<file path="src/design/eds_pkg.sv">
package eds_pkg;

	// fixed field widths
	localparam int TIME_W     = 32;
	localparam int BLK_W      = 16;
	localparam int TRK_IN_W   = 16;
	localparam int DELAY_W    = 8;
	localparam int QS_W       = 7;
	localparam int CNT_W      = 32;
	localparam int SUM_W      = 48;
	localparam int IN_DATA_W  = 64;
	localparam int OUT_DATA_W = 224;
	localparam int OUT_USER_W = 2;

	// item kinds carried on s_tuser
	localparam logic OP_ENQUEUE = 1'b0;
	localparam logic OP_DONE    = 1'b1;

	typedef enum logic [2:0] {
		S_IDLE,
		S_DECODE,
		S_SCAN,
		S_SCAN_END,
		S_PICK,
		S_ACCUM,
		S_SHIFT,
		S_OUT
	} state_t;

	// controller to datapath
	typedef struct packed {
		logic accept;
		logic enq_write;
		logic reject;
		logic busy_clr;
		logic scan_rd;
		logic pick;
		logic accum;
		logic shift_rd;
		logic occ_dec;
		logic out_load;
	} cmd_t;

	// datapath to controller
	typedef struct packed {
		logic op_done;
		logic full;
		logic empty;
		logic busy;
		logic scan_last;
		logic shift_last;
		logic out_free;
	} sts_t;

endpackage

</file>
<file path="src/design/eds_ctrl.sv">
module eds_ctrl (
	input  logic          clk,
	input  logic          arst_n,
	input  logic          s_tvalid,
	output logic          s_tready,
	input  eds_pkg::sts_t sts,
	output eds_pkg::cmd_t cmd
);

	eds_pkg::state_t state_q;
	eds_pkg::state_t state_d;

	// state register
	always_ff @(posedge clk or negedge arst_n) begin
		if (!arst_n) begin
			state_q <= eds_pkg::S_IDLE;
		end else begin
			state_q <= state_d;
		end
	end

	assign s_tready = (state_q == eds_pkg::S_IDLE);

	// next state and commands
	always_comb begin
		state_d = state_q;
		cmd     = '0;
		case (state_q)
			eds_pkg::S_IDLE: begin
				if (s_tvalid) begin
					cmd.accept = 1'b1;
					state_d    = eds_pkg::S_DECODE;
				end
			end
			eds_pkg::S_DECODE: begin
				if (sts.op_done) begin
					cmd.busy_clr = 1'b1;
					state_d      = sts.empty ? eds_pkg::S_OUT : eds_pkg::S_SCAN;
				end else if (sts.full) begin
					cmd.reject = 1'b1;
					state_d    = eds_pkg::S_OUT;
				end else begin
					cmd.enq_write = 1'b1;
					state_d       = sts.busy ? eds_pkg::S_OUT : eds_pkg::S_SCAN;
				end
			end
			eds_pkg::S_SCAN: begin
				cmd.scan_rd = 1'b1;
				if (sts.scan_last) begin
					state_d = eds_pkg::S_SCAN_END;
				end
			end
			eds_pkg::S_SCAN_END: begin
				state_d = eds_pkg::S_PICK;
			end
			eds_pkg::S_PICK: begin
				cmd.pick = 1'b1;
				state_d  = eds_pkg::S_ACCUM;
			end
			eds_pkg::S_ACCUM: begin
				cmd.accum = 1'b1;
				state_d   = eds_pkg::S_SHIFT;
			end
			eds_pkg::S_SHIFT: begin
				if (sts.shift_last) begin
					cmd.occ_dec = 1'b1;
					state_d     = eds_pkg::S_OUT;
				end else begin
					cmd.shift_rd = 1'b1;
				end
			end
			eds_pkg::S_OUT: begin
				if (sts.out_free) begin
					cmd.out_load = 1'b1;
					state_d      = eds_pkg::S_IDLE;
				end
			end
			default: begin
				state_d = eds_pkg::S_IDLE;
			end
		endcase
	end

endmodule

</file>
<file path="config.mk">
export PLATFORM = sky130hd
export DESIGN_NAME = eds_ctrl
export DESIGN_NICKNAME = d
export VERILOG_FILES = /design/src/design/eds_pkg.sv /design/src/design/eds_ctrl.sv
export SDC_FILE = /design/constraint.sdc
export NUM_CORES = 1
export LEC_CHECK = 0
export BUFFER_PORTS_ARGS = -buffer_cell sky130_fd_sc_hd__buf_4
export CAP_MARGIN = 20
export CORE_AREA = 2 2 39 41
export DETAILED_ROUTE_END_ITERATION = 8
export DIE_AREA = 0 0 41 43
export GPL_TIMING_DRIVEN = 0
export PLACE_DENSITY = 0.63
export SYNTH_ARGS = -nofsm -noshare
export SYNTH_HDL_FRONTEND = slang
export SYNTH_SLANG_ARGS = --single-unit
</file>
<file path="constraint.sdc">
create_clock -name clk -period 1.9 [get_ports clk]
set_input_delay 0.095 -clock clk [delete_from_list [all_inputs] [get_ports clk]]
set_output_delay 0.095 -clock clk [all_outputs]
set_load 0.01 [all_outputs]
</file>
Word level (Yosys, flattened, before mapping)
Cells that the tools add are included.
{ "totals": {"reg_bits": 3, "inputBits": 10} }
{ "classes": {"eq_ne": 11, "n_mux": 24, "n_reduce_logical": 2} }
{ "ops": {"columns": ["cell", "count"], "rows": [
  ["$mux W3", 9],
  ["$pmux W3 S8", 1],
  ["$eq A3 B3 Y1 const B", 4],
  ["$mux W1", 12],
  ["$ne A2 B2 Y1 const B", 4],
  ["$eq A3 B2 Y1 const B", 2],
  ["$mux W2", 2],
  ["$reduce_and A4 Y1", 1],
  ["$eq A3 B1 Y1 const B", 1],
  ["$logic_not A3 Y1", 1]
]} }

Longest topological paths before layout
{ "logic_depth": {"ltp_word": 4, "mapped_depth": 6, "depth_no_buf": 6} }

Worst setup path after synthesis
Ideal clock, no wire load.
{ "synth_timing": {"path_type": "reg2reg", "startpoint": "register state_q[0]", "endpoint": "register state_q[0]", "setup_time_ns": 0.128, "arrival_time_ns": 1.348, "required_time_ns": 1.772, "path_slack_ns": 0.425, "stages_incl_launch_ff": 7, "n_path_buf": 0, "synth_period_minus_slack_ns": 1.475, "cell_sequence": "dfrtp_1 > inv_1 > ha_1 > inv_2 > o22ai_1 > a21oi_1 > mux2_1"} }
{ "synth_via": {"elab_chain_cells": 3, "elab_cells_between_ends": 14} }
{ "synth_rtl": {"columns": ["element", "line", "text"], "rows": [
  ["start: declaration", "eds_ctrl.sv:10", "eds_pkg::state_t state_q;"],
  ["start signal: assignment", "eds_ctrl.sv:16", "state_q <= eds_pkg::S_IDLE;"],
  ["start signal: assignment", "eds_ctrl.sv:18", "state_q <= state_d;"],
  ["$eq A3 B2 Y1, or another cell as far along", "eds_ctrl.sv:28", "case (state_q)"],
  ["$ne A2 B2 Y1 (no source line)", null, null],
  ["$reduce_and A4 Y1 (no source line)", null, null]
]} }
Parallel ways exist; a longest one is shown, timed or not.
A chain may end at the register's enable or synchronous reset.

Worst setup path in the final report
Ends and elaborated chain as after synthesis.

==> metrics.md <==
| Metric | Value |
|---|---|
| CP Max Fanout | `6` |
| XOR/XNOR share of the synthesized area | `0` |
| Slowest CP cell | `dfrtp_1` |
| Total CTS buffers | `3` |
| Post-route DRC violation count | `0` |
| Main combinational cell family by area after synthesis | `simple AND/OR/NAND/NOR gates` |
| Share of power burned in registers | `0.181` |
| Synth warnings | `0` |
| Clock Sinks | `3` |
| N_diodes | `0` |
| Area of the mapped netlist | `351.6 sq um` |
| HPWL Detailed | `roughly 650 microns` |
| I/O Buffers | `20` |
| Core Util, Final | `0.4033` |
| Pre-antenna DRT Iters | `3` |
| Psw | `332.1 uW` |
| Detailed router's first-iteration violation count | `3` |
| Leak pwr | `approximately 0.28 nW` |
| Min Tclk post-route | `roughly 1.6 ns` |
| Clock Power Share | `0.143` |
| Final hold violations | `0` |
| Post-CTS sizing | `0` |
| Hold WC Path Type | `input port to async pin` |
| Comb power frac | `0.676` |
| Post-DRT Antenna Nets | `0` |
| Pint | `446.0 uW` |
| Vias | `370` |
| Die area | `roughly 1800 sq um` |
| Maximum resistive drop on vdd | `roughly 0.71 mV` |
| Clock-pin slew of the registers on the worst-case setup and hold paths | `0.04 ns` |
| Largest net degree at the start of global routing | `11` |
| Clk_skew | `about 0.0013 ns` |
| Fillers | `150` |
| Post-synth EDFFs | `0` |
| Die W | `41 microns` |
| Power Dens Cells | `1394 nW/um^2` |
| Share of cells above drive strength 1 | `0.4179` |
| Top reg by flops | `state_q` |
| Mapped Cells | `42` |
| Final GP Congestion | `0.7283` |
| Synth Area in Adders | `0.1423` |
| Setup crit end kind | `flop` |
| CP cell instances | `inv_1 -> ha_1 -> inv_2 -> o22ai_1 -> a21oi_1 -> mux2_1` |
| Sequential-to-total area share from yosys stat | `0.2135` |
| Synthesized flop and latch total | `3` |
| Worst-Margin Slew | `0.3409 ns` |
| Startpoint type of the worst setup path | `flop` |
| Cts hold-fix bufs | `1` |
| Synth unique cells | `22` |
| Row cnt | `14` |
| Share of flip-flops with an asynchronous set or reset | `1.000` |
| Multiplexer share of the synthesized area | `0.06406` |
| Ys flop type | `dfrtp_1` |
| Total grt overflow | `0` |
| WL final | `approximately 800 microns` |
| Pins Over Slew Limit | `0` |
| Outcome | `complete, no violations` |
| Switching Fraction | `0.4268` |
| Vias per cell | `4.458` |
| Required time of the critical path | `between 2 and 2.5 ns` |
| Syn Area/Cell | `8.371 sq um` |
| Wire per inst | `between 9 and 10 microns` |
| Highest Clock Rate | `between 600 and 700 MHz` |
| Setup Crit Path Kind | `flop to flop` |
| I/O pins | `21` |
| Slew headroom | `0.7728` |
| Number of nets in the layout | `82` |
| Clk_lat worst skew | `0.23 ns` |
| Vias in the first global route | `349` |
| Place WS | `0.2521 ns` |
| Clock tree buffer depth | `2` |
| CTS tree | `yes` |
| CP max stage delay | `~0.38 ns` |
| MaxCap Viol Count | `0` |
| Setup TNS | `0 ns` |
| Root Buffer | `clkbuf_4` |
| Setup violators final | `0` |
| Die Height | `between 40 and 50 microns` |
| Max reg flops | `3` |
| Critical register-to-register path startpoint | `state_q[0]$_DFFE_PN0P_` |
| First-pass GRT wire length | `about 1300 microns` |
| Compound-gate portion of the synthesized area | `0.1352` |
| Initial antenna violation count | `0` |
| Syn nets | `56` |
| Layout area overhead | `58.72%` |
| Simple-Gate Fraction of Synth Area | `0.3915` |
| Tot GR Track Use | `0.1099` |
| # H-tree levels | `1` |
| CP Launch Point | `state_q[0]$_DFFE_PN0P_` |
| Post-layout worst setup margin | `0.2500 ns` |
| CORE AREA | `~1400 sq um` |
| Initial Util | `0.2541` |
| Post-CTS setup buffer count | `0` |
| Regs by FF count | `state_q x3` |
| Critical path arrival | `1.76 ns` |
| Tcrit/Tclk final | `0.8684` |
| Unrepaired setup endpoints after global routing | `false` |
==> metrics by stage <==
| stage | total power [mW] | cell area (sq um) | cells | hold slack (ns) |
|---|---|---|---|---|
| floorplan | 0.4986 | 351.6 | 42 | -0.2006 |
| detailed placement | 0.6702 | 521.8 | 78 | -0.1149 |
| finish | 0.7781 | 558.0 | 83 | 0.1827 |
| CTS | 0.7912 | 558.0 | 83 | 0.1718 |
| global placement | 0.6580 | 521.8 | 78 | -0.1159 |
| global route | 0.8609 | 558.0 | 83 | 0.1852 |
==> kinds of logic (layout without fill, tap and decap cells) <==
family,count (synthesis),in the layout
AOI/OAI and AO/OA,7,7
adders and majority gates,4,4
buffers and inverters,5,30
DFF,3,3
muxes,2,2
and+or+nand+nor,21,21
==> layout by cell type, fill, tap and decap left out <==
cell and count:
buf_4 20, nor2_1 5, ha_1 4, and2_1 3, inv_1 3, a21oi_1 3, clkbuf_4 3, dfrtp_1 3
clkbuf_1 2, and3_1 2, nor4b_1 2, nor2b_1 2, nand2b_1 2, mux2_1 2, inv_2 1, and4bb_2 1
and3b_2 1, nand2_1 1, nor3_1 1, or4b_4 1, o211ai_2 1, o22ai_1 1, o21ai_1 1, a22o_1 1
dlygate4sd3_1 1
==> final timing paths <==
path	endpoint	slack (ns)	cells after the start
worst max-delay path	state_q[0]$_DFFE_PN0P_	0.25	6
worst min-delay path	state_q[2]$_DFFE_PN0P_	0.18	2
worst max register to register	state_q[0]$_DFFE_PN0P_	0.25	6
worst min register to register	state_q[1]$_DFFE_PN0P_	0.56	1
max in group asynchronous	state_q[1]$_DFFE_PN0P_	1.62	2
min in group clk	state_q[2]$_DFFE_PN0P_	0.33	3
==> cells in the mapped netlist (2+ instances only) <==
| cell | n | area share |
|---|---|---|
| a21oi_1 | 3 | 0.043 |
| and2_1 | 3 | 0.053 |
| and3_1 | 2 | 0.036 |
| dfrtp_1 | 3 | 0.21 |
| ha_1 | 4 | 0.14 |
| inv_1 | 3 | 0.032 |
| mux2_1 | 2 | 0.064 |
| nand2b_1 | 2 | 0.036 |
| nor2_1 | 5 | 0.053 |
| nor2b_1 | 2 | 0.036 |
| nor4b_1 | 2 | 0.050 |
==> layout make-up <==
class	instances	area, sq um	area share
sequential	3	75.07	0.1345
multi-input combinational	34	257.7	0.4619
buffer	1	3.754	0.006726
clock buffer	4	26.28	0.04709
inverter	4	15.01	0.02691
timing repair buffer	21	160.2	0.2870
tap	16	20.02	0.03587
==> power groups by stage <==
stage | sequential, mW | clock (mW) | combinational (mW)
2_1_floorplan | 0.130 | 0 | 0.368
3_3_place_gp | 0.140 | 0 | 0.518
3_5_place_dp | 0.141 | 0 | 0.529
4_1_cts | 0.140 | 0.119 | 0.532
5_1_grt | 0.149 | 0.121 | 0.591
6_report | 0.141 | 0.111 | 0.526
==> critical path: cells and delay by family (launching register included) <==
kind | cells | cell delay, ns
adders and majority gates | 1 | 0.27
DFF | 1 | 0.38
buffers and inverters | 2 | 0.16
muxes | 1 | 0.36
AOI/OAI and AO/OA | 2 | 0.36
==> layer usage <==
| metal | vias up | GRT usage | routed length, microns |
|---|---|---|---|
| li1 | 195 | - | - |
| met1 | 166 | 0.1140 | 327 |
| met2 | 9 | 0.1750 | 433 |
| met3 | 0 | 0.03141 | 43 |
| met4 | 0 | 0.08000 | 0 |
| met5 | - | 0 | 0 |
Power figures use the tool's default switching activity.
